===== config.mk =====
export PLATFORM = sky130hd
export DESIGN_NAME = sshs_mem
export DESIGN_NICKNAME = d
export VERILOG_FILES = /design/src/rtl/solenoid_strike_hold_sequencer_unit_assert.svh /design/src/rtl/sshs_pkg.sv /design/src/rtl/sshs_mem.sv
export SDC_FILE = /design/constraint.sdc
export NUM_CORES = 2
export LEC_CHECK = 0
export BUFFER_PORTS_ARGS = -buffer_cell sky130_fd_sc_hd__buf_2
export CORE_MARGIN = 2
export CORE_UTILIZATION = 40
export DETAILED_ROUTE_END_ITERATION = 12
export HOLD_SLACK_MARGIN = 0.05
export PLACE_DENSITY_LB_ADDON = 0.08
export SLEW_MARGIN = 20
export SYNTH_ARGS = -nofsm -noshare
export SYNTH_HDL_FRONTEND = slang
export SYNTH_MEMORY_MAX_BITS = 65536
export SYNTH_SLANG_ARGS = --single-unit

===== constraint.sdc =====
create_clock -name clk -period 9.6 [get_ports clk]
set_input_delay 2.4 -clock clk [delete_from_list [all_inputs] [get_ports clk]]
set_output_delay 2.4 -clock clk [all_outputs]
set_load 0.005 [all_outputs]

===== src/rtl/solenoid_strike_hold_sequencer_unit_assert.svh =====
// assertion macros for the solenoid sequencer, clocked on clk, off during reset
`ifndef SOLENOID_STRIKE_HOLD_SEQUENCER_UNIT_ASSERT_SVH
`define SOLENOID_STRIKE_HOLD_SEQUENCER_UNIT_ASSERT_SVH

// same-cycle implication
`define SSHS_ASSERT_IMP(lbl, ante, cons) \
  lbl: assert property (@(posedge clk) disable iff (!rst_n) (ante) |-> (cons)) \
    else $error("sshs same-cycle check failed");

// next-cycle implication
`define SSHS_ASSERT_NXT(lbl, ante, cons) \
  lbl: assert property (@(posedge clk) disable iff (!rst_n) (ante) |=> (cons)) \
    else $error("sshs next-cycle check failed");

`endif


===== src/rtl/sshs_pkg.sv =====
`timescale 1ns / 1ps
package sshs_pkg;

  localparam int unsigned MAX_KEYS_DEF = 64;
  localparam int unsigned KEY_W        = 6;
  localparam int unsigned CNT_W        = 7;
  localparam int unsigned DUTY_W       = 7;
  localparam int unsigned TIME_W       = 16;
  localparam int unsigned NOW_W        = 32;
  localparam int unsigned CFG_IDX_W    = 2;
  localparam int unsigned CFG_DATA_W   = 16;

  localparam logic [DUTY_W-1:0] DUTY_MAX = 7'd100;

  localparam logic [DUTY_W-1:0] HOLD_DUTY_RST      = 7'd30;
  localparam logic [TIME_W-1:0] DEFAULT_STRIKE_RST = 16'd100;
  localparam logic [CNT_W-1:0]  KEY_COUNT_RST      = 7'd64;

  typedef enum logic [1:0] {
    PH_IDLE   = 2'd0,
    PH_STRIKE = 2'd1,
    PH_FOLLOW = 2'd2,
    PH_HOLD   = 2'd3
  } phase_t;

  typedef enum logic [1:0] {
    CMD_PRESS   = 2'd0,
    CMD_RELEASE = 2'd1,
    CMD_TICK    = 2'd2
  } cmd_t;

  typedef enum logic [1:0] {
    REG_HOLD_DUTY      = 2'd0,
    REG_DEFAULT_STRIKE = 2'd1,
    REG_KEY_COUNT      = 2'd2
  } reg_idx_t;

  typedef enum logic [1:0] {
    ST_IDLE,
    ST_CMD,
    ST_WALK,
    ST_FLUSH
  } state_t;

  typedef struct packed {
    phase_t              phase;
    logic [NOW_W-1:0]    start;
    logic [TIME_W-1:0]   strike_len;
    logic [DUTY_W-1:0]   follow_duty;
    logic [TIME_W-1:0]   follow_len;
  } entry_t;

  typedef struct packed {
    logic              en;
    logic [KEY_W-1:0]  addr;
    entry_t            data;
  } mem_wr_t;

  typedef struct packed {
    logic [DUTY_W-1:0] hold_duty;
    logic [TIME_W-1:0] default_strike;
    logic [CNT_W-1:0]  keys_used;
  } cfg_t;

  typedef struct packed {
    logic [KEY_W-1:0]  key;
    logic [DUTY_W-1:0] duty;
    phase_t            phase;
    logic              last;
  } result_t;

  function automatic logic [DUTY_W-1:0] clamp_duty(input logic [7:0] d);
    logic [DUTY_W-1:0] r;
    r = (d > {1'b0, DUTY_MAX}) ? DUTY_MAX : d[DUTY_W-1:0];
    return r;
  endfunction

endpackage


===== src/rtl/sshs_mem.sv =====
`timescale 1ns / 1ps
module sshs_mem #(
  parameter int unsigned MAX_KEYS = sshs_pkg::MAX_KEYS_DEF
) (
  input  logic                       clk,
  input  logic                       rst_n,
  input  sshs_pkg::mem_wr_t          wr,
  input  logic                       rd_en,
  input  logic [sshs_pkg::KEY_W-1:0] rd_addr,
  output sshs_pkg::entry_t           rd_data
);
  import sshs_pkg::*;

  localparam int unsigned AW = (MAX_KEYS > 1) ? $clog2(MAX_KEYS) : 1;

  entry_t              mem_r [MAX_KEYS];
  logic [MAX_KEYS-1:0] written_r;
  entry_t              q_r;
  logic                q_written_r;

  always_ff @(posedge clk) begin
    if (wr.en) begin
      mem_r[wr.addr[AW-1:0]] <= wr.data;
    end
    if (rd_en) begin
      q_r         <= mem_r[rd_addr[AW-1:0]];
      q_written_r <= written_r[rd_addr[AW-1:0]];
    end
  end

  // entries never written since reset read back as idle
  always_ff @(posedge clk) begin
    if (!rst_n) begin
      written_r <= '0;
    end else if (wr.en) begin
      written_r[wr.addr[AW-1:0]] <= 1'b1;
    end
  end

  always_comb begin
    rd_data = q_r;
    if (!q_written_r) begin
      rd_data.phase = PH_IDLE;
    end
  end

endmodule


==> impl_metrics.json <==
{
  "synth_top_area_cell": "edfxtp_1",
  "dr.first_iter.drc_count": 10000,
  "areaGrowthSynthToFinish_pct": 14.1,
  "crit_chain": "buf_8, buf_12, buf_4, buf_4, mux4_2, a22oi_1, nand3_1, o211a_1",
  "setup_viol": 0,
  "slew_viol_final": 0,
  "yosysSeqAreaShare": 0.793,
  "numClockSinks": 4810,
  "wl_um": 571000,
  "syn_area_um2": 181000,
  "grt_remaining_overflow": 0,
  "setup.worst_path.start_class": "input port",
  "period_needed_ns": 4.98,
  "synth_cells": 7654,
  "fmax_ghz": 0.201,
  "postCtsHoldBufs": 0,
  "synth_area_leaders": "edfxtp_1, mux4_2, a22oi_1, mux2i_1, dfxtp_1",
  "ant_nets": 0,
  "critPathBufInv": 4,
  "grt.total_usage": 0.246,
  "ys_types": 29,
  "io_pins": 162,
  "vias": 87900,
  "cts_resized": 0,
  "dr.pass1.iters": 6,
  "post-cts-setup-buffers": 0,
  "combPwrFrac": 0.045,
  "avgSynthCellArea_um2": 23.7,
  "hpwl_um": 294000,
  "num_rows": 247,
  "setup_tns_ns": 0,
  "crit_path_max_incr_delay_ns": 0.64,
  "crit_path_frequent_cell": "buf_4",
  "swShare": 0.216,
  "post-route-drc-count": 0,
  "final_hold_viol_count": 0,
  "power_frac_seq": 0.521,
  "antenna_found_initial": 47,
  "clk_pin_slew_ns": 0.06,
  "outcome": "complete, no violations",
  "synth-seq-cells": 4810,
  "wl_per_cell_um": 39.4,
  "clk_latency_ns": 1.04,
  "grt_pass1_vias": 89900,
  "cts-htree-levels": 6,
  "portBuffers": 161,
  "clock-root-buffer": "clkbuf_16",
  "ir_drop_mv": 0.170,
  "die_w_um": 677,
  "p_leak_nw": 64.0,
  "hp-class": "reg2reg",
  "finalCritPeriodShare": 0.519,
  "grt_pass1_wl_um": 776000,
  "n_fill_cell": 37600,
  "cellPowerDensity_nw_per_um2": 217,
  "cp_max_fo": 63,
  "end_kind": "flip-flop",
  "path_delay_family": "buffers and inverters",
  "internal_power_w": 0.0352,
  "fin_worst_skew_ns": 0.0419,
  "start_util": 0.401,
  "final_nets": 8186,
  "via_per_inst": 6.06,
  "relSlewSlack": 0.217,
  "syn_nets": 7743,
  "max_slew.worst_pin.slew_ns": 1.17,
  "stdcell_area_um2": 207000,
  "die_y_um": 677,
  "numCtsBuffers": 537,
  "synth_ff_type": "edfxtp_1",
  "layout_common_cells": "edfxtp_1, mux4_2, clkbuf_16",
  "cts_tree": "yes",
  "fp.dieArea_um2": 459000,
  "switchingPower_w": 0.00968,
  "placed_area_um2": 190000,
  "rsz0062_at_grt": "false",
  "synth_warnings": 0,
  "clock_path_buffers": 4,
  "synth_async_sr_flop_share": 0,
  "core_um2": 452000,
  "cap_violations": 0,
  "p_clk_frac": 0.434,
  "dp_slack_ns": 3.46,
  "crit_type": "in2reg",
  "synth_top_area_share": 0.786,
  "mostFrequentLayoutCell": "edfxtp_1",
  "synth_edf_count": 4746,
  "crit_required_ns": 10.36,
  "grt_max_degree": 110,
  "crit_arrival_ns": 5.74,
  "final_layout_size_suffix_gt1_frac": 0.281,
  "setup_slack_ns": 4.62,
  "gp_congestion": 0.747,
  "regToRegSetupSlack_ns": 7.37,
  "crit_slowest_cell": "buf_4"
}
## stage by stage
| stage | utilization | cells | hold slack [ns] | total power [W] |
|---|---|---|---|---|
| after floorplan | - | 7654 | 0.435 | 0.0249 |
| after global placement | 0.420 | 13500 | 0.441 | 0.0258 |
| after detailed placement | 0.421 | 13500 | 0.448 | 0.0258 |
| after CTS | 0.457 | 14500 | 0.461 | 0.0453 |
| after global routing | 0.458 | 14500 | 0.480 | 0.0462 |
| final | 0.458 | 14500 | 0.461 | 0.0449 |
## cells in the mapped netlist (72+ instances only)
cell	number
edfxtp_1	4746
mux4_2	1184
a22oi_1	296
clkbuf_1	159
buf_2	158
o22ai_1	146
mux2i_1	140
nand3_1	138
buf_4	134
nor2_1	107
o211a_1	74
a211oi_1	72
## power by group through the flow
stage                     clock network (W)  registers [W]  logic, W
after global placement                    0         0.0238   0.00201
after global routing                 0.0207         0.0234   0.00214
final                                0.0195         0.0234   0.00201
after CTS                            0.0199         0.0234   0.00204
after floorplan                           0         0.0237   0.00113
after detailed placement                  0         0.0238   0.00204
## kinds of logic (layout without fill, tap and decap cells)
logic type,after synthesis,after routing,synth area share
other,0,21,0
multiplexers,1324,1324,0.155
flip-flops,4810,4810,0.793
AO/OA/AOI/OAI,696,696,0.0291
buffers and inverters,509,1361,0.0150
AND/OR/NAND/NOR,315,315,0.00844
## area by class of cell
| cell class | count | area [um2] | share of cell area |
|---|---|---|---|
| diodes | 21 | 52.6 | 0.000254 |
| clock buffers | 683 | 14400 | 0.0698 |
| clock inverters | 265 | 2020 | 0.00974 |
| multi-input cells | 2335 | 35400 | 0.171 |
| flip-flops and latches | 4810 | 144000 | 0.695 |
| well taps | 5976 | 7480 | 0.0361 |
| repair buffers | 413 | 3660 | 0.0177 |
## registers in the layout, indices dropped and copies added, names as in the netlist
signal,count
q_r,2
rd_data,71
q_written_r,1
mem_r,4672
written_r,64
## path summary, 6_finish.rpt
path | start | end | cells after the start
max | rd_addr[1] | rd_data[32] | 8
min | written_r[20] | written_r[20] | 1
max reg2reg | mem_r[11][2] | rd_data[2] | 4
min reg2reg | written_r[20] | written_r[20] | 1
## metal layers
metal,track usage,vias up,routed length (um),part of all wire
li1,-,34100,-,-
met4,0.0601,6,14600,0.026
met3,0.0289,758,33100,0.058
met2,0.419,3370,288000,0.50
met5,0,-,42,0.000074
met1,0.340,49700,235000,0.41
Note: power is estimated with default switching activity, not from simulation.
