`src/rtl/solenoid_strike_hold_sequencer_unit_assert.svh`:
```
// assertion macros for the solenoid sequencer, clocked on clk, off during reset
`ifndef SOLENOID_STRIKE_HOLD_SEQUENCER_UNIT_ASSERT_SVH
`define SOLENOID_STRIKE_HOLD_SEQUENCER_UNIT_ASSERT_SVH

// same-cycle implication
`define SSHS_ASSERT_IMP(lbl, ante, cons) \
  lbl: assert property (@(posedge clk) disable iff (!rst_n) (ante) |-> (cons)) \
    else $error("sshs same-cycle check failed");

// next-cycle implication
`define SSHS_ASSERT_NXT(lbl, ante, cons) \
  lbl: assert property (@(posedge clk) disable iff (!rst_n) (ante) |=> (cons)) \
    else $error("sshs next-cycle check failed");

`endif

```
`src/rtl/sshs_pkg.sv`:
```
`timescale 1ns / 1ps
package sshs_pkg;

  localparam int unsigned MAX_KEYS_DEF = 64;
  localparam int unsigned KEY_W        = 6;
  localparam int unsigned CNT_W        = 7;
  localparam int unsigned DUTY_W       = 7;
  localparam int unsigned TIME_W       = 16;
  localparam int unsigned NOW_W        = 32;
  localparam int unsigned CFG_IDX_W    = 2;
  localparam int unsigned CFG_DATA_W   = 16;

  localparam logic [DUTY_W-1:0] DUTY_MAX = 7'd100;

  localparam logic [DUTY_W-1:0] HOLD_DUTY_RST      = 7'd30;
  localparam logic [TIME_W-1:0] DEFAULT_STRIKE_RST = 16'd100;
  localparam logic [CNT_W-1:0]  KEY_COUNT_RST      = 7'd64;

  typedef enum logic [1:0] {
    PH_IDLE   = 2'd0,
    PH_STRIKE = 2'd1,
    PH_FOLLOW = 2'd2,
    PH_HOLD   = 2'd3
  } phase_t;

  typedef enum logic [1:0] {
    CMD_PRESS   = 2'd0,
    CMD_RELEASE = 2'd1,
    CMD_TICK    = 2'd2
  } cmd_t;

  typedef enum logic [1:0] {
    REG_HOLD_DUTY      = 2'd0,
    REG_DEFAULT_STRIKE = 2'd1,
    REG_KEY_COUNT      = 2'd2
  } reg_idx_t;

  typedef enum logic [1:0] {
    ST_IDLE,
    ST_CMD,
    ST_WALK,
    ST_FLUSH
  } state_t;

  typedef struct packed {
    phase_t              phase;
    logic [NOW_W-1:0]    start;
    logic [TIME_W-1:0]   strike_len;
    logic [DUTY_W-1:0]   follow_duty;
    logic [TIME_W-1:0]   follow_len;
  } entry_t;

  typedef struct packed {
    logic              en;
    logic [KEY_W-1:0]  addr;
    entry_t            data;
  } mem_wr_t;

  typedef struct packed {
    logic [DUTY_W-1:0] hold_duty;
    logic [TIME_W-1:0] default_strike;
    logic [CNT_W-1:0]  keys_used;
  } cfg_t;

  typedef struct packed {
    logic [KEY_W-1:0]  key;
    logic [DUTY_W-1:0] duty;
    phase_t            phase;
    logic              last;
  } result_t;

  function automatic logic [DUTY_W-1:0] clamp_duty(input logic [7:0] d);
    logic [DUTY_W-1:0] r;
    r = (d > {1'b0, DUTY_MAX}) ? DUTY_MAX : d[DUTY_W-1:0];
    return r;
  endfunction

endpackage

```
`src/rtl/sshs_seq.sv`:
```
`timescale 1ns / 1ps
module sshs_seq (
  input  logic                        clk,
  input  logic                        rst_n,
  input  logic                        start,
  output logic                        busy,
  input  logic [1:0]                  in_cmd,
  input  logic [sshs_pkg::KEY_W-1:0]  in_key_index,
  input  logic [7:0]                  in_strike_duty,
  input  logic [sshs_pkg::TIME_W-1:0] in_strike_time,
  input  logic [7:0]                  in_followup_duty,
  input  logic [sshs_pkg::TIME_W-1:0] in_followup_time,
  input  sshs_pkg::cfg_t              cfg,
  output sshs_pkg::mem_wr_t           wr,
  output logic                        rd_en,
  output logic [sshs_pkg::KEY_W-1:0]  rd_addr,
  input  sshs_pkg::entry_t            rd_data,
  output sshs_pkg::result_t           res,
  output logic                        res_strobe
);
  import sshs_pkg::*;

  state_t            state_r, state_nxt;
  logic [NOW_W-1:0]  now_ms_r;
  entry_t            req_entry_r;
  logic [KEY_W-1:0]  req_key_r;
  logic [DUTY_W-1:0] req_duty_r;
  logic [CNT_W-1:0]  rd_idx_r;
  logic              ev_vld_r;
  logic [KEY_W-1:0]  ev_key_r;
  logic              pend_vld_r;
  result_t           pend_r;
  result_t           res_r;
  logic              res_strobe_r;

  logic              accept;
  logic              key_ok;
  logic [NOW_W-1:0]  elapsed;
  entry_t            upd;
  logic              hit;
  logic [DUTY_W-1:0] hit_duty;

  assign accept  = start && (state_r == ST_IDLE);
  assign key_ok  = {1'b0, in_key_index} < cfg.keys_used;
  assign busy    = (state_r != ST_IDLE);
  assign rd_addr = rd_idx_r[KEY_W-1:0];

  always_comb begin
    state_nxt = state_r;
    unique case (state_r)
      ST_IDLE: begin
        if (accept) begin
          case (in_cmd)
            CMD_PRESS, CMD_RELEASE: state_nxt = key_ok ? ST_CMD : ST_IDLE;
            CMD_TICK:               state_nxt = ST_WALK;
            default:                state_nxt = ST_IDLE;
          endcase
        end
      end
      ST_CMD:   state_nxt = ST_IDLE;
      ST_WALK:  state_nxt = (!rd_en && !ev_vld_r) ? ST_FLUSH : ST_WALK;
      ST_FLUSH: state_nxt = ST_IDLE;
      default:  state_nxt = ST_IDLE;
    endcase
  end

  // phase step of the key whose entry came back from memory this cycle
  always_comb begin
    elapsed  = now_ms_r - rd_data.start;
    upd      = rd_data;
    hit      = 1'b0;
    hit_duty = cfg.hold_duty;
    if (ev_vld_r) begin
      case (rd_data.phase)
        PH_STRIKE: begin
          if (elapsed >= {{(NOW_W-TIME_W){1'b0}}, rd_data.strike_len}) begin
            hit = 1'b1;
            if (rd_data.follow_duty != '0 && rd_data.follow_len != '0) begin
              upd.phase = PH_FOLLOW;
              upd.start = now_ms_r;
              hit_duty  = rd_data.follow_duty;
            end else begin
              upd.phase = PH_HOLD;
            end
          end
        end
        PH_FOLLOW: begin
          if (elapsed >= {{(NOW_W-TIME_W){1'b0}}, rd_data.follow_len}) begin
            hit       = 1'b1;
            upd.phase = PH_HOLD;
          end
        end
        default: ;
      endcase
    end
  end

  always_comb begin
    rd_en = 1'b0;
    wr    = '0;
    unique case (state_r)
      ST_CMD: begin
        wr.en   = 1'b1;
        wr.addr = req_key_r;
        wr.data = req_entry_r;
      end
      ST_WALK: begin
        rd_en   = (rd_idx_r < cfg.keys_used);
        wr.en   = hit;
        wr.addr = ev_key_r;
        wr.data = upd;
      end
      default: ;
    endcase
  end

  always_ff @(posedge clk) begin
    if (!rst_n) begin
      state_r      <= ST_IDLE;
      now_ms_r     <= '0;
      ev_vld_r     <= 1'b0;
      pend_vld_r   <= 1'b0;
      res_strobe_r <= 1'b0;
    end else begin
      state_r      <= state_nxt;
      ev_vld_r     <= rd_en;
      if (accept && in_cmd == CMD_TICK) begin
        now_ms_r <= now_ms_r + 1'b1;
      end
      case (state_r)
        ST_CMD: res_strobe_r <= 1'b1;
        ST_WALK: begin
          res_strobe_r <= hit && pend_vld_r;
          if (hit) begin
            pend_vld_r <= 1'b1;
          end
        end
        ST_FLUSH: begin
          res_strobe_r <= pend_vld_r;
          pend_vld_r   <= 1'b0;
        end
        default: res_strobe_r <= 1'b0;
      endcase
    end
  end

  // a found transition waits in pend_r until the next one shows it was not the last
  always_ff @(posedge clk) begin
    if (accept) begin
      req_key_r              <= in_key_index;
      req_entry_r.phase      <= (in_cmd == CMD_PRESS) ? PH_STRIKE : PH_IDLE;
      req_entry_r.start      <= now_ms_r;
      req_entry_r.strike_len <= (in_strike_time != '0) ? in_strike_time : cfg.default_strike;
      req_entry_r.follow_duty <= clamp_duty(in_followup_duty);
      req_entry_r.follow_len <= in_followup_time;
      req_duty_r             <= (in_cmd == CMD_PRESS) ? clamp_duty(in_strike_duty) : '0;
      rd_idx_r               <= '0;
    end else if (rd_en) begin
      rd_idx_r <= rd_idx_r + 1'b1;
    end
    ev_key_r <= rd_idx_r[KEY_W-1:0];
    case (state_r)
      ST_CMD: begin
        res_r.key   <= req_key_r;
        res_r.duty  <= req_duty_r;
        res_r.phase <= req_entry_r.phase;
        res_r.last  <= 1'b1;
      end
      ST_WALK: begin
        if (hit) begin
          res_r        <= pend_r;
          pend_r.key   <= ev_key_r;
          pend_r.duty  <= hit_duty;
          pend_r.phase <= upd.phase;
          pend_r.last  <= 1'b0;
        end
      end
      ST_FLUSH: begin
        res_r.key   <= pend_r.key;
        res_r.duty  <= pend_r.duty;
        res_r.phase <= pend_r.phase;
        res_r.last  <= 1'b1;
      end
      default: ;
    endcase
  end

  assign res        = res_r;
  assign res_strobe = res_strobe_r;

endmodule

```
`config.mk`:
```
export PLATFORM = sky130hd
export DESIGN_NAME = sshs_seq
export DESIGN_NICKNAME = d
export VERILOG_FILES = /design/src/rtl/solenoid_strike_hold_sequencer_unit_assert.svh /design/src/rtl/sshs_pkg.sv /design/src/rtl/sshs_seq.sv
export SDC_FILE = /design/constraint.sdc
export NUM_CORES = 1
export LEC_CHECK = 0
export BUFFER_PORTS_ARGS = -buffer_cell sky130_fd_sc_hd__buf_2
export CAP_MARGIN = 20
export CORE_ASPECT_RATIO = 0.7
export CORE_MARGIN = 5
export CORE_UTILIZATION = 49
export CTS_CLUSTER_SIZE = 28
export DETAILED_ROUTE_END_ITERATION = 6
export PLACE_DENSITY = 0.75
export SLEW_MARGIN = 0
export SYNTH_ARGS = -nofsm -noshare
export SYNTH_HDL_FRONTEND = slang
export SYNTH_SLANG_ARGS = --single-unit
```
`constraint.sdc`:
```
create_clock -name clk -period 6.1 [get_ports clk]
set_input_delay 1.22 -clock clk [delete_from_list [all_inputs] [get_ports clk]]
set_output_delay 1.22 -clock clk [all_outputs]
set_load 0.005 [all_outputs]
```
==> impl_metrics.yaml, run 1 <==
run_status:
  outcome: "finished with violations"
  violations: "setup timing"
placement:
  place_congestion: 0.909
  placed_cell_area_um2: 12800
  port_buffers: 266
  dpl.hpwl_mm: 26.0
  pre_cts_ws_ns: -0.525
  dp.cells: 1697
grt:
  grt_pass1_wl_mm: 51.0
  gr-total-overflow: 0
  grt_usage_pct: 25.8
  antenna_found_initial: 1
  grt_max_degree: 59
  grt_pass1_vias: 9200
yosys:
  ys_async_sr_fraction_pct: 0
  ys_ff_latch: 166
  yosysWarningCount: 0
  synth_cells: 1119
  syn_area_per_cell_um2: 9.57
  syn_area_um2: 10700
  yosysUniqueCellTypes: 70
  syn_nets: 1367
  synth_ff_type: "edfxtp_1"
  synth-edff-count: 116
  synth_seq_area_share_pct: 41.9
timing:
  fin_skew_ns: 0.00926
  finalSetupViolCount: 35
  worst_slew_pin_slew_ns: 0.913
  rsz0062_at_grt: "yes"
  slew_headroom_pct: 39.1
  fmax_mhz: 155
  finalCritPeriodShare_pct: 106
  min_period_ns: 6.44
  finalHoldViolCount: 0
  setup_slack_ns: -0.339
  finalMaxSlewViolations: 0
  finalHoldWorstSlack_ns: 0.426
route:
  drc: 0
  viasPerCell: 5.52
  antenna_left: 0
  drt_iter0_markers: 804
  wl_per_cell_um: 19.3
  routed_wl_mm: 33.5
  vias: 9607
  first_pass_iters: 5
setup_path:
  worst_setup_path_start_kind: "input pin"
  crit_fanout: 6
  crit_type: "input pin to output pin"
  critPathArrivalTime_ns: 5.22
  end_kind: "output pin"
  required_ns: 4.88
clock_tree:
  clock_latency_ns: 0.44
  clk_pin_slew_ns: 0.07
  h-tree-depth: 4
  cts_sinks: 166
  cts-root-buf: "clkbuf_16"
  cts_tree: "done"
  cts_buffers: 17
  clockBufferDepth: 2
  hold_buffers: 0
finish:
  final_layout_size_suffix_gt1_share_pct: 31.4
  instances_no_fill: 1739
  final_area_um2: 13600
  areaGrowthSynthToFinish_pct: 26.9
  n_antenna_cell: 0
  nNetsFinal: 1692
run:
  cap_violations: 0
floorplan:
  fp-row-count: 45
  design.core.area_um2: 21600
  fp.dieH_um: 134
  die_width_um: 187
  dieArea_um2: 25000
  ios: 267
  start_util_pct: 49.6
power_and_ir_drop:
  seqPwrFrac_pct: 45.7
  finalPower_mw: 2.94
  power_density_nw_per_um2: 216
  switchingPower_mw: 0.849
  power.leakage_nw: 6.57
  netSwitchingFraction_pct: 28.9
  power_frac_clock_pct: 35.4
  p_int_mw: 2.09
  p_comb_share_pct: 18.9
  vdd_drop_max_uv: 192
worst_hold_path:
  hold_class: "register to register"
==> worst paths after layout <==
check / from / to / slack (ns) / depth (start not counted)
max: rd_data[43] / wr[39] / -0.34 / 24
min: rd_idx_r[5]$_SDFFE_PP0P_ / ev_key_r[5]$_DFF_P_ / 0.43 / 0
max reg2reg: now_ms_r[1]$_SDFFE_PN0P_ / pend_r[3]$_DFFE_PP_ / 1.39 / 21
min reg2reg: rd_idx_r[5]$_SDFFE_PP0P_ / ev_key_r[5]$_DFF_P_ / 0.43 / 0
==> area by class of cell <==
class | count | area [um2]
Fill cell | 1804 | 8030
Multi-Input combinational cell | 806 | 5730
Sequential cell | 166 | 4480
Timing Repair Buffer | 358 | 2100
Clock buffer | 17 | 425
Inverter | 95 | 362
Tap cell | 282 | 353
Clock inverter | 15 | 139
==> registers in the layout, indices dropped and copies added, names as in the netlist <==
signal / flops
req_duty_r: 7
req_entry_r: 72
state_r: 2
pend_r: 15
req_key_r: 6
res_strobe: 1
res: 16
pend_vld_r: 1
rd_idx_r: 7
ev_key_r: 6
now_ms_r: 32
ev_vld_r: 1
==> layer usage <==
metal  GRT usage, %  share of wire (%)  vias up
li1               -                  -     4680
met5              0              0.021        -
met4           4.89                1.4        2
met3           6.55                8.1       33
met2           39.0                 43      390
met1           37.8                 47     4502
==> cells in the mapped netlist (7+ instances only) <==
| library cell | number | area (um2) |
|---|---|---|
| and2_1 | 16 | 100 |
| nand2_1 | 119 | 447 |
| clkbuf_1 | 28 | 105 |
| nor3_1 | 11 | 55.1 |
| a21oi_1 | 52 | 260 |
| mux2i_1 | 37 | 370 |
| nand3_1 | 21 | 105 |
| o21a_1 | 7 | 52.6 |
| ha_1 | 85 | 1060 |
| o21ai_0 | 94 | 470 |
| a22o_1 | 15 | 131 |
| xor2_1 | 36 | 315 |
| inv_1 | 94 | 353 |
| nor4_1 | 13 | 81.3 |
| and3_1 | 7 | 43.8 |
| or3_1 | 8 | 50.1 |
| nor2_1 | 69 | 259 |
| buf_4 | 7 | 52.6 |
| mux2_2 | 21 | 236 |
| xnor2_1 | 17 | 149 |
| dfxtp_1 | 50 | 1000 |
| a21o_1 | 47 | 353 |
| nand4_1 | 19 | 119 |
| o21ai_1 | 11 | 55.1 |
| edfxtp_1 | 116 | 3480 |
| nand2b_1 | 10 | 62.6 |
==> critical path: stages <==
cell and delay, ns:
buf_6 0.10, inv_4 0.05, ha_4 0.20, a21o_1 0.18, a31o_1 0.20, o21a_1 0.19, o21a_1 0.20, nor2_2 0.12
xnor2_2 0.16, ha_1 0.30, nand3_2 0.09, nor2_2 0.04, a2111oi_2 0.29, o31a_1 0.19, o31ai_1 0.07, a31o_2 0.20
a211o_1 0.32, nor4_4 0.16, or3_4 0.26, buf_6 0.12, buf_12 0.11, mux2i_1 0.19, o21ai_1 0.10, buf_2 0.16
==> logic make-up (layout without fill, tap and decap cells) <==
logic type               count (synthesis)  count (layout)  share of synthesized area [%]
multiplexers                            58              58                           5.66
XOR/XNOR                                53              53                           4.33
flip-flops                             166             166                           41.9
buffers and inverters                  147             485                           6.08
AND/OR/NAND/NOR                        318             318                           14.2
AO/OA/AOI/OAI                          291             291                           17.7
adder cells (fa/ha/maj)                 86              86                           10.1
==> power by group through the flow <==
stage | Clock [mW] | Sequential [mW] | Combinational [mW]
floorplan | 0 | 1.37 | 0.290
global placement | 0 | 1.36 | 0.527
detailed placement | 0 | 1.37 | 0.536
CTS | 1.05 | 1.34 | 0.550
global route | 1.11 | 1.35 | 0.610
finish | 1.04 | 1.34 | 0.556
==> through the flow <==
step	utilization, %	TNS, ns
2_1_floorplan	-	0
3_3_place_gp	59.1	-10.93
3_5_place_dp	59.1	-14.33
4_1_cts	62.5	-8.02
5_1_grt	62.9	-16.20
6_report	62.9	-9.45
==> placed cells by master (no fill, tap or decap), drive strengths merged, types with 8 or more instances in the layout <==
master,synthesis,final
and2,16,16
xnor2,17,17
mux2,21,21
nand2b,10,10
nand2,119,119
buf,21,356
a21o,47,47
edfxtp,116,116
inv,94,102
nand4,19,19
clkinv,1,8
nand3,21,21
xor2,36,36
a211oi,9,9
a22o,15,15
or3,8,8
nor3,11,11
a21oi,54,54
ha,85,85
nor4,14,14
nor2,69,69
dfxtp,50,50
o21ai,106,106
mux2i,37,37
o211ai,8,8
clkbuf,31,19
==> repair_timing <==
| action | in CTS | in global routing |
|---|---|---|
| endpoints found under the setup margin | 35 | 35 |
| setup buffers | 6 | 2 |
| gates resized for setup | 31 | 18 |
| pin swaps | 10 | 4 |
| cloned | 0 | 2 |
No activity file was read; power rests on OpenSTA's default activity.
==> run 2: changes to the inputs <==
Settings changed: MAX_ROUTING_LAYER set to met4.
==> run 2 against run 1 <==
Net effect: the flow still finishes with violations (setup timing); sequential power hardly changed; design area is 1.1% higher; clock power is 6% higher; clock skew is 0.00086 ns lower; critical path depth stayed put; cell count is 0.29% higher; power is 2.4% higher.
==> impl_metrics.yaml, run 2 (synthesized netlist as in run 1, its figures left out) <==
run_status:
  outcome: "finished with violations"
  violations: "setup timing"
floorplan:
  dieArea_um2: 25000
  fp.dieH_um: 134
  start_util_pct: 49.6
  fp-row-count: 45
  design.core.area_um2: 21600
  die_width_um: 187
  ios: 267
finish:
  largest_reg_flops: 72
  n_antenna_cell: 0
  register_area_um2: 4480
  top_register: "req_entry_r"
  layout_commonest_cell: "buf_2"
  n_fill_cell: 1868
  mostFrequentLayoutCells: "264 x buf_2, 117 x nand2_1, 116 x edfxtp_1"
  final_layout_size_suffix_gt1_share_pct: 31.9
  areaGrowthSynthToFinish_pct: 28.3
  nNetsFinal: 1697
  multi_input_area_um2: 5800
timing:
  setup_slack_ns: -0.389
  finalHoldViolCount: 0
  min_period_ns: 6.49
  worst_slew_pin_slew_ns: 0.905
  finalHoldWorstSlack_ns: 0.431
  finalCritPeriodShare_pct: 106
  fin_skew_ns: 0.00840
  fmax_mhz: 154
  finalMaxSlewViolations: 0
  slew_headroom_pct: 39.7
  rsz0062_at_grt: "yes"
  finalSetupViolCount: 35
placement:
  port_buffers: 266
  pre_cts_ws_ns: -0.595
  place_congestion: 0.910
  dpl.hpwl_mm: 26.2
setup_path:
  crit_fanout: 4
  crit_type: "input pin to output pin"
  worst_setup_path_start_kind: "input pin"
  end_kind: "output pin"
  critPathArrivalTime_ns: 5.27
  required_ns: 4.88
power_and_ir_drop:
  vdd_drop_max_uv: 216
  power_density_nw_per_um2: 219
  power.leakage_nw: 6.64
clock_tree:
  cts_buffers: 17
  clock_latency_ns: 0.44
  hold_buffers: 0
  clk_pin_slew_ns: 0.07
  cts_sinks: 166
  cts_tree: "done"
  clockBufferDepth: 2
  h-tree-depth: 4
  cts-root-buf: "clkbuf_16"
worst_hold_path:
  hold_class: "register to register"
route:
  drc: 0
  vias: 9766
  first_pass_iters: 4
  viasPerCell: 5.60
  wl_per_cell_um: 19.4
  drt_iter0_markers: 844
  routed_wl_mm: 33.8
  antenna_left: 0
grt:
  grt_pass1_wl_mm: 52.2
  gr-total-overflow: 0
  antenna_found_initial: 0
  grt_usage_pct: 27.3
  grt_max_degree: 55
  grt_pass1_vias: 9356
run:
  cap_violations: 0
run 2: cell count changes in the layout (fill, tap and decap cells not counted), sizes merged:
cell and change:
clkbuf -2, clkinv -1, buf +7, bufinv +1
run 2: worst max-delay path, cell delays in order:
cell and delay, ns:
buf_8 0.10, inv_4 0.04, ha_4 0.19, a21o_1 0.17, a31o_1 0.19, o21a_1 0.18, o21a_1 0.19, nor2_2 0.16
xnor2_2 0.19, ha_4 0.28, nand3_4 0.07, nor2_4 0.04, a2111oi_4 0.28, o31a_1 0.19, o31ai_1 0.07, a31o_2 0.20
a211o_1 0.35, nor4_4 0.19, or3_4 0.24, buf_4 0.12, buf_4 0.09, mux2i_1 0.23, o21ai_2 0.11, buf_2 0.14
run 2: per-stage QoR:
step | area, um2 | utilization [%] | cells | power, mW | TNS (ns)
after detailed placement | 12800 | 59.2 | 1700 | 1.90 | -18.07
after global routing | 13700 | 63.6 | 1744 | 3.13 | -17.50
after global placement | 12800 | 59.2 | 1700 | 1.89 | -12.48
final | 13700 | 63.6 | 1744 | 3.01 | -11.26
after floorplan | 10800 | - | 1119 | 1.66 | 0
after CTS | 13700 | 63.4 | 1741 | 3.02 | -8.71
run 2: layout make-up:
class	count	area share, %
Clock buffer	17	3.09
Clock inverter	15	1.32
Inverter	95	2.63
Multi-Input combinational cell	806	42.2
Sequential cell	166	32.6
Tap cell	282	2.57
Timing Repair Buffer	363	15.6
run 2: where the power goes:
part           switching, mW  internal (mW)
clock network          0.512          0.588
registers             0.0337           1.31
logic                  0.319          0.248
run 2: repair_timing:
action / 4_1_cts / 5_1_grt
setup endpoints to repair: 35 / 35
cloned: 2 / 0
pin swaps: 9 / 1
setup buffers: 7 / 3
resized for setup: 41 / 5
run 2: worst paths after layout:
check	start	endpoint	depth (start not counted)	slack, ns
hold / removal	rd_idx_r[1]$_SDFFE_PP0P_	ev_key_r[1]$_DFF_P_	0	0.43
setup reg to reg	now_ms_r[1]$_SDFFE_PN0P_	res[8]$_DFFE_PP_	19	1.38
setup / recovery	rd_data[43]	wr[69]	24	-0.39
hold reg to reg	rd_idx_r[1]$_SDFFE_PP0P_	ev_key_r[1]$_DFF_P_	0	0.43
run 2: layer usage:
layer	vias to the layer above	GRT usage [%]	wire length [um]
li1	4712	-	-
met1	4644	38.4	15800
met2	389	41.0	15100
met3	21	5.74	2550
met4	0	5.87	388
met5	-	-	0
